`src/rtl/pdc_pkg.sv`:
```
// Shared types and constants for the pellet dispenser controller.
// No dependencies; imported by pdc_req_queue and pellet_dispenser_controller.
package pdc_pkg;

    // Default depth of the pending request queue.
    localparam int QUEUE_DEPTH_DEF = 4;

    // Stream payload widths, padded to whole bytes.
    localparam int IN_DATA_W  = 96;
    localparam int OUT_DATA_W = 32;

    // Configuration port.
    localparam int CFG_INDEX_W = 3;
    localparam int CFG_DATA_W  = 32;

    localparam logic [CFG_INDEX_W-1:0] CFG_TOGGLE_THRESHOLD = 3'd0;
    localparam logic [CFG_INDEX_W-1:0] CFG_MAX_SLOT_RATIO   = 3'd1;
    localparam logic [CFG_INDEX_W-1:0] CFG_MAX_REVERSALS    = 3'd2;
    localparam logic [CFG_INDEX_W-1:0] CFG_COOLDOWN_US      = 3'd3;
    localparam logic [CFG_INDEX_W-1:0] CFG_SELF_CHECK_US    = 3'd4;

    // Register reset values.
    localparam logic [14:0] TOGGLE_THRESHOLD_RST = 15'd1000;
    localparam logic [7:0]  MAX_SLOT_RATIO_RST   = 8'd4;
    localparam logic [7:0]  MAX_REVERSALS_RST    = 8'd3;
    localparam logic [31:0] COOLDOWN_US_RST      = 32'd1000000;
    localparam logic [31:0] SELF_CHECK_US_RST    = 32'd60000000;

    // Width of one queued request (pellets wanted).
    localparam int REQ_W = 8;

    // Done status codes.
    localparam logic [1:0] STATUS_OK     = 2'd0;
    localparam logic [1:0] STATUS_EMPTY  = 2'd1;
    localparam logic [1:0] STATUS_JAMMED = 2'd2;

    // Reject codes.
    localparam logic REJECT_UNHEALTHY  = 1'b0;
    localparam logic REJECT_QUEUE_FULL = 1'b1;

    // Queue control from the mode logic.
    typedef struct packed {
        logic push;
        logic pop;
    } queue_ctrl_t;

endpackage

```
`src/rtl/pdc_req_queue.sv`:
```
// Shift-style request queue for the pellet dispenser controller.
// Depends on pdc_pkg for the request width and the control struct.
module pdc_req_queue #(
    parameter int QUEUE_DEPTH = pdc_pkg::QUEUE_DEPTH_DEF
) (
    input  logic                               clk,
    input  logic                               rst_n,
    input  pdc_pkg::queue_ctrl_t               ctrl,
    input  logic [pdc_pkg::REQ_W-1:0]          push_data,
    output logic [pdc_pkg::REQ_W-1:0]          head,
    output logic [$clog2(QUEUE_DEPTH+1)-1:0]   fill,
    output logic                               full
);
    import pdc_pkg::*;

    localparam int FILL_W = $clog2(QUEUE_DEPTH + 1);
    localparam int IDX_W  = (QUEUE_DEPTH > 1) ? $clog2(QUEUE_DEPTH) : 1;

    logic [REQ_W-1:0]  entry_reg [QUEUE_DEPTH];
    logic [FILL_W-1:0] fill_reg;
    logic [FILL_W-1:0] fill_next;
    logic [FILL_W-1:0] wr_pos;
    logic [IDX_W-1:0]  wr_idx;
    logic              wr_en;

    // A push onto an empty queue that is popped in the same tick bypasses storage.
    assign head = (fill_reg == '0) ? push_data : entry_reg[0];
    assign fill = fill_reg;
    assign full = (fill_reg == FILL_W'(QUEUE_DEPTH));

    always_comb
    begin
        wr_pos    = ctrl.pop ? (fill_reg - FILL_W'(1)) : fill_reg;
        wr_idx    = wr_pos[IDX_W-1:0];
        wr_en     = ctrl.push && !(ctrl.pop && (fill_reg == '0));
        fill_next = fill_reg + FILL_W'(ctrl.push) - FILL_W'(ctrl.pop);
    end

    always_ff @(posedge clk or negedge rst_n)
    begin
        if (!rst_n)
        begin
            fill_reg <= '0;
        end
        else
        begin
            fill_reg <= fill_next;
        end
    end

    always_ff @(posedge clk)
    begin
        if (ctrl.pop)
        begin
            for (int i = 0; i < QUEUE_DEPTH - 1; i++)
            begin
                entry_reg[i] <= entry_reg[i+1];
            end
        end
        if (wr_en)
        begin
            entry_reg[wr_idx] <= push_data;
        end
    end

endmodule

```
`src/rtl/pellet_dispenser_controller.sv`:
```
// Pellet dispenser controller: top level with stream ports, configuration and mode logic.
// Depends on pdc_pkg and pdc_req_queue.
// A tick request is taken into the input register; once the result register is free, its
// result is registered there and offered on the output stream. One tick per cycle is
// sustained while m_axis_tready stays high, with the mode update computed combinationally
// between the input register and the result register. A result that is not taken holds
// the result register; the input register takes one more request and then s_axis_tready
// drops until the result leaves.
// Reset (rst_n, asynchronous, active low) puts the block in self-check with both sensors on,
// the counter off, an empty queue and the configuration registers at their defaults.
module pellet_dispenser_controller #(
    parameter int QUEUE_DEPTH = pdc_pkg::QUEUE_DEPTH_DEF
) (
    input  logic                               clk,
    input  logic                               rst_n,
    // Input ticks. s_axis_tdata from bit 0 up: now_us[47:0], wheel_sensor_value,
    // wheel_sensor_error, pellet_sensor_value, pellet_sensor_error, slot_passed,
    // wheel_position[15:0], count_valid, pellet_total[15:0], motor_fault,
    // request_valid, request_count[7:0].
    input  logic                               s_axis_tvalid,
    output logic                               s_axis_tready,
    input  logic [pdc_pkg::IN_DATA_W-1:0]      s_axis_tdata,
    // Results. m_axis_tdata from bit 0 up: reject_valid, reject_code, done_valid,
    // done_count[15:0], done_status[1:0], motor_run, motor_reverse, pellet_sensor_on,
    // wheel_sensor_on, counter_on, mode_now[1:0], healthy, then three zero bits.
    output logic                               m_axis_tvalid,
    input  logic                               m_axis_tready,
    output logic [pdc_pkg::OUT_DATA_W-1:0]     m_axis_tdata,
    // Configuration writes.
    input  logic                               cfg_wr_en,
    input  logic [pdc_pkg::CFG_INDEX_W-1:0]    cfg_index,
    input  logic [pdc_pkg::CFG_DATA_W-1:0]     cfg_data
);
    import pdc_pkg::*;

    localparam int FILL_W = $clog2(QUEUE_DEPTH + 1);

    typedef enum logic [1:0] {
        MODE_CHECK = 2'd0,
        MODE_IDLE  = 2'd1,
        MODE_DISP  = 2'd2
    } mode_t;

    // ------------------------------------------------------------------
    // Configuration registers. Writes are to be made only while the block is idle;
    // the block does not enforce this and takes them with no pipeline interlock.
    // ------------------------------------------------------------------
    logic [14:0] toggle_threshold_reg;
    logic [7:0]  max_slot_ratio_reg;
    logic [7:0]  max_reversals_reg;
    logic [31:0] cooldown_us_reg;
    logic [31:0] self_check_us_reg;

    always_ff @(posedge clk or negedge rst_n)
    begin
        if (!rst_n)
        begin
            toggle_threshold_reg <= TOGGLE_THRESHOLD_RST;
            max_slot_ratio_reg   <= MAX_SLOT_RATIO_RST;
            max_reversals_reg    <= MAX_REVERSALS_RST;
            cooldown_us_reg      <= COOLDOWN_US_RST;
            self_check_us_reg    <= SELF_CHECK_US_RST;
        end
        else if (cfg_wr_en)
        begin
            unique case (cfg_index)
                CFG_TOGGLE_THRESHOLD: toggle_threshold_reg <= cfg_data[14:0];
                CFG_MAX_SLOT_RATIO:   max_slot_ratio_reg   <= cfg_data[7:0];
                CFG_MAX_REVERSALS:    max_reversals_reg    <= cfg_data[7:0];
                CFG_COOLDOWN_US:      cooldown_us_reg      <= cfg_data;
                CFG_SELF_CHECK_US:    self_check_us_reg    <= cfg_data;
                default: ;
            endcase
        end
    end

    // ------------------------------------------------------------------
    // Handshake. The input register holds one tick request; the result
    // register holds one result. A new request is taken whenever the input
    // register is empty or is moving into the result register this cycle,
    // so a waiting result stops the input side only once the input
    // register is also full.
    // ------------------------------------------------------------------
    logic                 in_valid_reg;
    logic [IN_DATA_W-1:0] in_data_reg;
    logic                 out_valid_reg;
    logic [OUT_DATA_W-1:0] out_data_reg;
    logic                 out_free;
    logic                 advance;
    logic                 in_accept;

    assign out_free      = !out_valid_reg || m_axis_tready;
    assign advance       = in_valid_reg && out_free;
    assign s_axis_tready = !in_valid_reg || out_free;
    assign in_accept     = s_axis_tvalid && s_axis_tready;
    assign m_axis_tvalid = out_valid_reg;
    assign m_axis_tdata  = out_data_reg;

    // ------------------------------------------------------------------
    // Field unpacking of the registered tick.
    // ------------------------------------------------------------------
    logic [47:0]        now_us;
    logic               wheel_sensor_value;
    logic               wheel_sensor_error;
    logic               pellet_sensor_value;
    logic               pellet_sensor_error;
    logic               slot_passed;
    logic signed [15:0] wheel_position;
    logic               count_valid;
    logic [15:0]        pellet_total;
    logic               motor_fault;
    logic               request_valid;
    logic [7:0]         request_count;

    assign now_us              = in_data_reg[47:0];
    assign wheel_sensor_value  = in_data_reg[48];
    assign wheel_sensor_error  = in_data_reg[49];
    assign pellet_sensor_value = in_data_reg[50];
    assign pellet_sensor_error = in_data_reg[51];
    assign slot_passed         = in_data_reg[52];
    assign wheel_position      = in_data_reg[68:53];
    assign count_valid         = in_data_reg[69];
    assign pellet_total        = in_data_reg[85:70];
    assign motor_fault         = in_data_reg[86];
    assign request_valid       = in_data_reg[87];
    assign request_count       = in_data_reg[95:88];

    // ------------------------------------------------------------------
    // Controller state.
    // tested_good: bit 0 pellet tested, bit 1 wheel tested,
    // bit 2 pellet good, bit 3 wheel good.
    // ------------------------------------------------------------------
    mode_t       mode_reg,           mode_next;
    logic        sane_reg,           sane_next;
    logic [3:0]  tested_good_reg,    tested_good_next;
    logic [47:0] idle_start_reg,     idle_start_next;
    logic        report_pending_reg, report_pending_next;
    logic [1:0]  report_status_reg,  report_status_next;
    logic [15:0] start_count_reg,    start_count_next;
    logic [7:0]  wanted_count_reg,   wanted_count_next;
    logic [15:0] slots_reg,          slots_next;
    logic [7:0]  reversal_count_reg, reversal_count_next;
    logic        current_reverse_reg, current_reverse_next;
    logic        saved_reverse_reg,  saved_reverse_next;
    logic        pellet_on_reg,      pellet_on_next;
    logic        wheel_on_reg,       wheel_on_next;
    logic        counter_on_reg,     counter_on_next;

    // Request queue.
    queue_ctrl_t       q_ctrl;
    logic [REQ_W-1:0]  q_head;
    logic [FILL_W-1:0] q_fill;
    logic              q_full;

    pdc_req_queue #(
        .QUEUE_DEPTH (QUEUE_DEPTH)
    ) u_req_queue (
        .clk       (clk),
        .rst_n     (rst_n),
        .ctrl      (q_ctrl),
        .push_data (request_count),
        .head      (q_head),
        .fill      (q_fill),
        .full      (q_full)
    );

    // Per-tick results.
    logic        reject_valid;
    logic        reject_code;
    logic        done_valid;
    logic [15:0] done_count;
    logic [1:0]  done_status;

    // Helper terms.
    logic               push_ok;
    logic [FILL_W-1:0]  fill_after_push;
    logic               idle_started;
    logic [47:0]        idle_elapsed;
    logic               cooldown_hit;
    logic               period_hit;
    logic [15:0]        count_diff;
    logic [15:0]        empty_limit;
    logic signed [16:0] pos_ext;
    logic signed [16:0] pos_neg;
    logic signed [16:0] thr_ext;
    logic               dir_reverse;

    always_comb
    begin
        // The request is handled first, so a request taken now can start now.
        push_ok         = request_valid && sane_reg && !q_full;
        reject_valid    = request_valid && !(sane_reg && !q_full);
        reject_code     = reject_valid && sane_reg ? REJECT_QUEUE_FULL : REJECT_UNHEALTHY;
        fill_after_push = q_fill + FILL_W'(push_ok);

        idle_started = (now_us >= idle_start_reg);
        idle_elapsed = now_us - idle_start_reg;
        cooldown_hit = idle_started && (idle_elapsed >= {16'd0, cooldown_us_reg});
        period_hit   = idle_started && (idle_elapsed >= {16'd0, self_check_us_reg});
        count_diff   = pellet_total - start_count_reg;
        empty_limit  = max_slot_ratio_reg * wanted_count_reg;

        pos_ext     = {wheel_position[15], wheel_position};
        pos_neg     = -pos_ext;
        thr_ext     = {2'b00, toggle_threshold_reg};
        dir_reverse = saved_reverse_reg;

        q_ctrl.push = push_ok;
        q_ctrl.pop  = 1'b0;

        done_valid  = 1'b0;
        done_count  = '0;
        done_status = STATUS_OK;

        mode_next            = mode_reg;
        sane_next            = sane_reg;
        tested_good_next     = tested_good_reg;
        idle_start_next      = idle_start_reg;
        report_pending_next  = report_pending_reg;
        report_status_next   = report_status_reg;
        start_count_next     = start_count_reg;
        wanted_count_next    = wanted_count_reg;
        slots_next           = slots_reg;
        reversal_count_next  = reversal_count_reg;
        current_reverse_next = current_reverse_reg;
        saved_reverse_next   = saved_reverse_reg;
        pellet_on_next       = pellet_on_reg;
        wheel_on_next        = wheel_on_reg;
        counter_on_next      = counter_on_reg;

        unique case (mode_reg)
            MODE_CHECK:
            begin
                // Each sensor is marked tested on its first reading or error, then
                // switched off.
                if (pellet_on_reg && (pellet_sensor_value || pellet_sensor_error))
                begin
                    tested_good_next[0] = 1'b1;
                    tested_good_next[2] = !pellet_sensor_error;
                    pellet_on_next      = 1'b0;
                end
                if (wheel_on_reg && (wheel_sensor_value || wheel_sensor_error))
                begin
                    tested_good_next[1] = 1'b1;
                    tested_good_next[3] = !wheel_sensor_error;
                    wheel_on_next       = 1'b0;
                end
                if (tested_good_next[1:0] == 2'b11)
                begin
                    sane_next           = tested_good_next[2] && tested_good_next[3];
                    mode_next           = MODE_IDLE;
                    idle_start_next     = now_us;
                    report_pending_next = 1'b0;
                    report_status_next  = STATUS_OK;
                end
            end
            MODE_IDLE:
            begin
                // A pending report goes out at most once: on cooldown expiry or
                // when idle is left, whichever comes first.
                if (cooldown_hit)
                begin
                    counter_on_next = 1'b0;
                end
                if ((cooldown_hit || period_hit || (fill_after_push != '0))
                    && report_pending_reg)
                begin
                    done_valid          = 1'b1;
                    done_count          = count_diff;
                    done_status         = report_status_reg;
                    report_pending_next = 1'b0;
                end
                if (period_hit)
                begin
                    mode_next        = MODE_CHECK;
                    tested_good_next = '0;
                    pellet_on_next   = 1'b1;
                    wheel_on_next    = 1'b1;
                end
                else if (fill_after_push != '0)
                begin
                    q_ctrl.pop = 1'b1;
                    // Direction flips when the wheel has drifted to or past the threshold
                    // in the current direction.
                    if (!saved_reverse_reg && (pos_ext >= thr_ext))
                    begin
                        dir_reverse = 1'b1;
                    end
                    else if (saved_reverse_reg && (pos_neg >= thr_ext))
                    begin
                        dir_reverse = 1'b0;
                    end
                    saved_reverse_next   = dir_reverse;
                    current_reverse_next = dir_reverse;
                    wanted_count_next    = q_head;
                    start_count_next     = pellet_total;
                    slots_next           = '0;
                    reversal_count_next  = '0;
                    pellet_on_next       = 1'b1;
                    counter_on_next      = 1'b1;
                    mode_next            = MODE_DISP;
                end
            end
            MODE_DISP:
            begin
                if (slot_passed && (slots_reg != 16'hFFFF))
                begin
                    slots_next = slots_reg + 16'd1;
                end
                if (count_valid && (count_diff >= {8'd0, wanted_count_reg}))
                begin
                    saved_reverse_next  = current_reverse_reg;
                    mode_next           = MODE_IDLE;
                    idle_start_next     = now_us;
                    report_pending_next = 1'b1;
                    report_status_next  = STATUS_OK;
                end
                else if (slots_next >= empty_limit)
                begin
                    saved_reverse_next  = current_reverse_reg;
                    mode_next           = MODE_IDLE;
                    idle_start_next     = now_us;
                    report_pending_next = 1'b1;
                    report_status_next  = STATUS_EMPTY;
                end
                else if (motor_fault)
                begin
                    if (reversal_count_reg >= max_reversals_reg)
                    begin
                        saved_reverse_next  = current_reverse_reg;
                        mode_next           = MODE_IDLE;
                        idle_start_next     = now_us;
                        report_pending_next = 1'b1;
                        report_status_next  = STATUS_JAMMED;
                    end
                    else
                    begin
                        current_reverse_next = !current_reverse_reg;
                        reversal_count_next  = reversal_count_reg + 8'd1;
                    end
                end
            end
            default:
            begin
                mode_next = MODE_CHECK;
            end
        endcase

        if (!advance)
        begin
            q_ctrl.push = 1'b0;
            q_ctrl.pop  = 1'b0;
        end
    end

    // Result word for the tick being committed.
    logic [OUT_DATA_W-1:0] result_word;
    logic                  motor_run;

    always_comb
    begin
        motor_run   = (mode_next == MODE_DISP);
        result_word = {3'b000,
                       sane_next,
                       mode_next,
                       counter_on_next,
                       wheel_on_next,
                       pellet_on_next,
                       motor_run && current_reverse_next,
                       motor_run,
                       done_status,
                       done_count,
                       done_valid,
                       reject_code,
                       reject_valid};
    end

    // ------------------------------------------------------------------
    // State, handshake and result registers.
    // ------------------------------------------------------------------
    always_ff @(posedge clk or negedge rst_n)
    begin
        if (!rst_n)
        begin
            in_valid_reg        <= 1'b0;
            out_valid_reg       <= 1'b0;
            mode_reg            <= MODE_CHECK;
            sane_reg            <= 1'b0;
            tested_good_reg     <= '0;
            idle_start_reg      <= '0;
            report_pending_reg  <= 1'b0;
            report_status_reg   <= STATUS_OK;
            start_count_reg     <= '0;
            wanted_count_reg    <= '0;
            slots_reg           <= '0;
            reversal_count_reg  <= '0;
            current_reverse_reg <= 1'b0;
            saved_reverse_reg   <= 1'b0;
            pellet_on_reg       <= 1'b1;
            wheel_on_reg        <= 1'b1;
            counter_on_reg      <= 1'b0;
        end
        else
        begin
            if (in_accept)
            begin
                in_valid_reg <= 1'b1;
            end
            else if (advance)
            begin
                in_valid_reg <= 1'b0;
            end

            if (advance)
            begin
                out_valid_reg <= 1'b1;
            end
            else if (m_axis_tready)
            begin
                out_valid_reg <= 1'b0;
            end

            if (advance)
            begin
                mode_reg            <= mode_next;
                sane_reg            <= sane_next;
                tested_good_reg     <= tested_good_next;
                idle_start_reg      <= idle_start_next;
                report_pending_reg  <= report_pending_next;
                report_status_reg   <= report_status_next;
                start_count_reg     <= start_count_next;
                wanted_count_reg    <= wanted_count_next;
                slots_reg           <= slots_next;
                reversal_count_reg  <= reversal_count_next;
                current_reverse_reg <= current_reverse_next;
                saved_reverse_reg   <= saved_reverse_next;
                pellet_on_reg       <= pellet_on_next;
                wheel_on_reg        <= wheel_on_next;
                counter_on_reg      <= counter_on_next;
            end
        end
    end

    // Payload registers carry no reset.
    always_ff @(posedge clk)
    begin
        if (in_accept)
        begin
            in_data_reg <= s_axis_tdata;
        end
        if (advance)
        begin
            out_data_reg <= result_word;
        end
    end

endmodule
```
`config.mk`:
```
export PLATFORM = sky130hd
export DESIGN_NAME = pellet_dispenser_controller
export DESIGN_NICKNAME = d
export VERILOG_FILES = /design/src/rtl/pdc_pkg.sv /design/src/rtl/pdc_req_queue.sv /design/src/rtl/pellet_dispenser_controller.sv
export SDC_FILE = /design/constraint.sdc
export NUM_CORES = 1
export LEC_CHECK = 0
export ABC_AREA = 1
export BUFFER_PORTS_ARGS = -buffer_cell sky130_fd_sc_hd__clkbuf_2
export CORE_ASPECT_RATIO = 1.5
export CORE_MARGIN = 5
export CORE_UTILIZATION = 60
export CTS_BUF_LIST = sky130_fd_sc_hd__clkbuf_8 sky130_fd_sc_hd__clkbuf_16
export DETAILED_ROUTE_END_ITERATION = 7
export PLACE_DENSITY = 0.77
export SLEW_MARGIN = 10
export SYNTH_ARGS = -nofsm -noshare
export SYNTH_HDL_FRONTEND = slang
export SYNTH_SLANG_ARGS = --single-unit
```
`constraint.sdc`:
```
create_clock -name clk -period 18.4 [get_ports clk]
set_clock_uncertainty 0.2 [all_clocks]
set_input_delay 1.84 -clock clk [delete_from_list [all_inputs] [get_ports clk]]
set_output_delay 1.84 -clock clk [all_outputs]
set_load 0.005 [all_outputs]
```
Word level (Yosys, flattened, before mapping)
Memory sizes are Yosys's and may differ from the RTL's.
Index checks and enable logic that the tools add are counted.

storage, ports and cells
  register bits = 336
  RAM bits = 32
  input bits = 136
  logic and storage cells = 220
  memories kept = 1

cells by class
  add/subtract/negate cells = 9
  multipliers = 1
  $lt $le $gt $ge = 8
  equality and inequality tests = 21
  multiplexer cells = 94
  bitwise gates (word level) = 1
  reductions and logical operators = 58

memory list
  memory                 depth  bits a word  rd ports  clocked after Yosys merged registers in  wr ports  RTL line             source
  u_req_queue.entry_reg  4      8            4         0                                        4         pdc_req_queue.sv:19  logic [REQ_W-1:0] entry_reg [QUEUE_DEPTH];

operator list
  kind                   number
  $mux 48                5
  $ge 48x32->1           2
  $pmux 48 s2            1
  $mux 16                4
  $mux 8                 7
  $mux 1                 52
  $ge 48x48->1           1
  $sub 48x48->48         1
  $ge 16x16->1           2
  $pmux 16 s2            1
  $mux 2                 14
  $logic_and 1x1->1      20
  $ne 2x2->1 const B     9
  $ge 17x16->1           1
  $neg 16->17            1
  $add 16x1->16 const B  1
  $ge 16x8->1            1
  $mul 8x8->16           1
  $ne 16x16->1 const B   1
  $pmux 8 s2             1
  $sub 16x16->16         1
  $reduce_and 2->1       6
  $reduce_and 6->1       2
  $reduce_bool 2->1      5
  27 further kinds       52

Longest topological paths before layout
  word-level depth = 14
  depth in mapped cells = 41
  depth with buffers taken out = 40

Cells and area by module
A second synthesis with hierarchy kept.

second synthesis, totals
  cell total of the unflattened synthesis = 3206
  area, all modules = 25261.7 sq um

modules (own cells, without submodules)
  module                       instances  cells an instance  area an instance (sq um)
  pellet_dispenser_controller  1          3037               23543.8
  pdc_req_queue                1          169                1717.9

Worst setup path after synthesis
OpenSTA, ideal clock, no wires.

  path type = reg2reg
  from = reg max_slot_ratio_reg[2]
  to = reg report_status_reg[0]
  library setup time = 0.126 ns
  arrival = 6.141 ns
  data required time = 18.074 ns
  slack = 11.933 ns
  cell stages (with the launch flop) = 39
  buffers on the path = 2
  period minus slack after synthesis = 6.467 ns
  cell sequence = dfstp_2 -> clkbuf_1 -> nand2_1 -> fa_1 -> fa_1 -> inv_1 -> fa_1 -> inv_1 -> fa_1 -> inv_1 -> ha_1 -> a21oi_1 -> o21ai_0 -> a21oi_1 -> nor2_1 -> nor2_1 -> nor2_1 -> nor2_1 -> [3 not listed] -> nor2_1 -> xor2_1 -> ha_1 -> nand2_1 -> inv_1 -> nand3_1 -> nor3_1 -> nand2_1 -> o2111ai_1 -> a31oi_1 -> nand2_1 -> nor2_1 -> nand2_1 -> nand2_1 -> inv_2 -> nand2_2 -> buf_2 -> o21ai_0

between the ends
  word-level cells in the longest chain between the ends = 5
  elaborated cells on any way between the ends = 8

RTL lines
  element                 RTL line                            source
  from (decl)             pellet_dispenser_controller.sv:49   logic [7:0] max_slot_ratio_reg;
  from (signal assigned)  pellet_dispenser_controller.sv:68   CFG_MAX_SLOT_RATIO: max_slot_ratio_reg <= cfg_data[7:0];
  $mul 8x8->16 *          pellet_dispenser_controller.sv:201  empty_limit = max_slot_ratio_reg * wanted_count_reg;
  $ge 16x16->1 *          pellet_dispenser_controller.sv:318  else if (slots_next >= empty_limit)
  $mux 2                  pellet_dispenser_controller.sv:318
  $mux 2                  pellet_dispenser_controller.sv:310  if (count_valid && (count_diff >= {8'd0, wanted_count_reg}))
  $pmux 2 s2              pellet_dispenser_controller.sv:231  unique case (mode_reg)
  to (signal assigned)    pellet_dispenser_controller.sv:430  report_status_reg <= report_status_next;
  to (decl)               pellet_dispenser_controller.sv:138  logic [1:0] report_status_reg, report_status_next;

Every way passes the cells marked *; elsewhere a longest branch is shown, timed or not.
A chain may end at the register's enable or synchronous reset.

Worst setup path after layout
  from = reg wanted_count_reg[4]
  to = reg idle_start_reg[20]

between the ends
  word-level cells in the longest chain between the ends = 5
  elaborated cells on any way between the ends = 10

RTL lines
  element                 RTL line                            source
  from (decl)             pellet_dispenser_controller.sv:140  logic [7:0] wanted_count_reg, wanted_count_next;
  from (signal assigned)  pellet_dispenser_controller.sv:432  wanted_count_reg <= wanted_count_next;
  $mul 8x8->16            pellet_dispenser_controller.sv:201
  $ge 16x16->1            pellet_dispenser_controller.sv:318
  $mux 48                 pellet_dispenser_controller.sv:318
  $mux 48                 pellet_dispenser_controller.sv:310
  $pmux 48 s2             pellet_dispenser_controller.sv:231
  to (signal assigned)    pellet_dispenser_controller.sv:428  idle_start_reg <= idle_start_next;
  to (decl)               pellet_dispenser_controller.sv:136  logic [47:0] idle_start_reg, idle_start_next;

Parallel ways exist; a longest one is shown, timed or not.

==> results.yml <==
outcome:
  status: "finished, final reports clean"
worst_setup_path:
  endpoint_kind: "flip-flop"
  cp.required_ns: 18.68
  crit_start: "wanted_count_reg[4]$_DFFE_PN0P_"
  crit_buf_inv: 5
  path_class: "reg2reg"
  worst-path-max-fanout: 52
  slowest_delay_ns: 0.74
  path_delay_family: "adder cells"
  cpMostUsedCell: "nand2_1"
  timing.rr.start: "wanted_count_reg[4]$_DFFE_PN0P_"
  critical_path_arrival_ns: 8.08
  setup.worst_path.start_class: "flip-flop"
  critPathSlowestCell: "nand2_2"
cts:
  cts_resized: 0
  cts_made_buffers: 38
  clk_pin_slew_ns: 0.06
  cts_root_buffer: "clkbuf_16"
  cts_setup_buffers: 0
  clk_latency_ns: 0.57
  cts_tree: "yes"
  cts_hold_buf: 0
  cts_buffer_depth: 3
  cts_sinks: 368
  cts-htree-levels: 2
timing:
  min_period_over_period_pct: 42.4
  rsz0062_at_grt: "false"
  slew_headroom_pct: 21.0
  drv_slew: 0
  hold_viol_final: 0
  max_freq_mhz: 128
  fin_ws_ns: 10.60
  fin_hold_ws_ns: 0.270
  worstMarginPinSlew_ns: 1.19
  fin_crit_ns: 7.80
  finalSetupViolations: 0
  tns_ns: 0
floorplanning:
  fp.dieArea_sq_um: 46200
  placementRows: 92
  core-area_sq_um: 41800
  dieHeight_um: 261
  start_util_pct: 60.2
  dieWidth_um: 177
  io_pins: 170
final_layout:
  nets: 3804
  final_common_cell: "nand2_1"
  antenna_cells: 0
  area_growth_pct: 10.3
  mostFrequentLayoutCells: "nand2_1 (959), inv_1 (637), ha_1 (236)"
  finalNonFillerCells: 3987
  utilization_pct: 66.4
  design_area_sq_um: 27800
  largest_reg_flops: 96
  drive_above_1_share_pct: 9.52
drt:
  vias_per_cell: 5.31
  dr.pass1.iters: 7
  ant_nets: 0
  drt_iter0_drc: 1290
  vias: 21200
  wl_per_cell_um: 16.2
  drc: 0
  routed_wl_mm: 64.4
logic_synthesis:
  yosysWarnings: 0
  async_flop_share_pct: 57.3
  postSynthCellCount: 3249
  seq_area_frac_synth_pct: 39.9
  netlist_area_sq_um: 25200
  dominantRegCellSynth: "dfrtp_1"
  synth_edf_count: 157
  avgSynthCellArea_sq_um: 7.75
  synth_seq_cells: 368
  synth_cell_type_count: 51
power:
  ir_drop_mv: 0.101
  total_power_mw: 4.36
  power_density_nw_per_um2: 157
  leakage_nw: 14.8
hold_path:
  hold_path_class: "reg2reg"
  min_from: "idle_start_reg[25]$_DFFE_PN0P_"
global_routing:
  grt_antenna_before_repair: 0
  grt_start_max_net_pins: 81
  track_usage_pct: 28.0
  grt_pass1_wl_mm: 104
  grt_pass1_vias: 21500
  grt_overflow: 0
job:
  cap_violations: 0
placement:
  dpl_cell_area_sq_um: 26500
  place_ws_ns: 10.60
  port_buffers: 166
  gp_congestion: 0.964
  dp_hpwl_mm: 50.9
  dp_cells: 3917
## final timing paths
path,endpoint,slack [ns],cells past startpoint
max,idle_start_reg[20]$_DFFE_PN0P_,10.60,39
min,idle_start_reg[25]$_DFFE_PN0P_,0.27,2
max reg2reg,idle_start_reg[20]$_DFFE_PN0P_,10.60,39
min reg2reg,idle_start_reg[25]$_DFFE_PN0P_,0.27,2
max in group asynchronous,reversal_count_reg[3]$_DFFE_PN0P_,15.47,2
min in group asynchronous,in_valid_reg$_DFFE_PN0P_,1.11,1
## metal layers
layer  track usage, %  up-vias  wire [um]
met3             2.83      209       2520
met5                0        -          0
met4             16.0        0       4190
li1                 -    10500          -
met2             52.6      591      34200
met1             30.2     9864      23600
## Yosys cell counts, types with 22 or more instances
master    instances  area share (%)
a21oi_1         131             2.6
nand2_1         959              14
o21ai_0         181             3.6
nor2_1          180             2.7
nand3_1         168             3.3
dfrtp_1         183              18
ha_1            236              12
dfstp_2          28             2.9
nor2_2           22            0.55
nand4_1          35            0.87
inv_1           629             9.4
xor2_1           64             2.2
nor3_1           29            0.58
clkbuf_1         50            0.75
fa_1             39             3.1
edfxtp_1        157              19
## report_power, final
part / total (mW) / leakage (nW) / internal [mW] / switching, mW
Sequential: 1.19 / 4.11 / 1.06 / 0.130
Clock: 0.793 / 0.650 / 0.456 / 0.337
Combinational: 2.38 / 10.1 / 0.817 / 1.56
## area by class of cell
type | instances | area [sq um]
Multi-Input combinational cell | 2159 | 12400
Clock inverter | 28 | 262
Inverter | 652 | 2450
Tap cell | 564 | 706
Timing Repair Buffer | 174 | 900
Sequential cell | 368 | 10000
Fill cell | 3628 | 14000
Clock buffer | 42 | 1020
## logic make-up (layout without fill, tap and decap cells)
group           after synthesis  after routing  share of synthesized area (%)
compound gates              366            366                           7.84
xor+xnor                     82             82                           2.85
fa+ha+maj                   275            275                           14.8
buf+inv                     724            896                           11.0
flops                       368            368                           39.9
other cells                   1              3                         0.0149
simple gates               1433           1433                           23.6
## worst min-delay path, cell delays in order (launching register included)
cell     delay (ns)
dfrtp_1        0.34
nand2_1        0.05
nand2_1        0.05
Power figures use the tool's default switching activity.
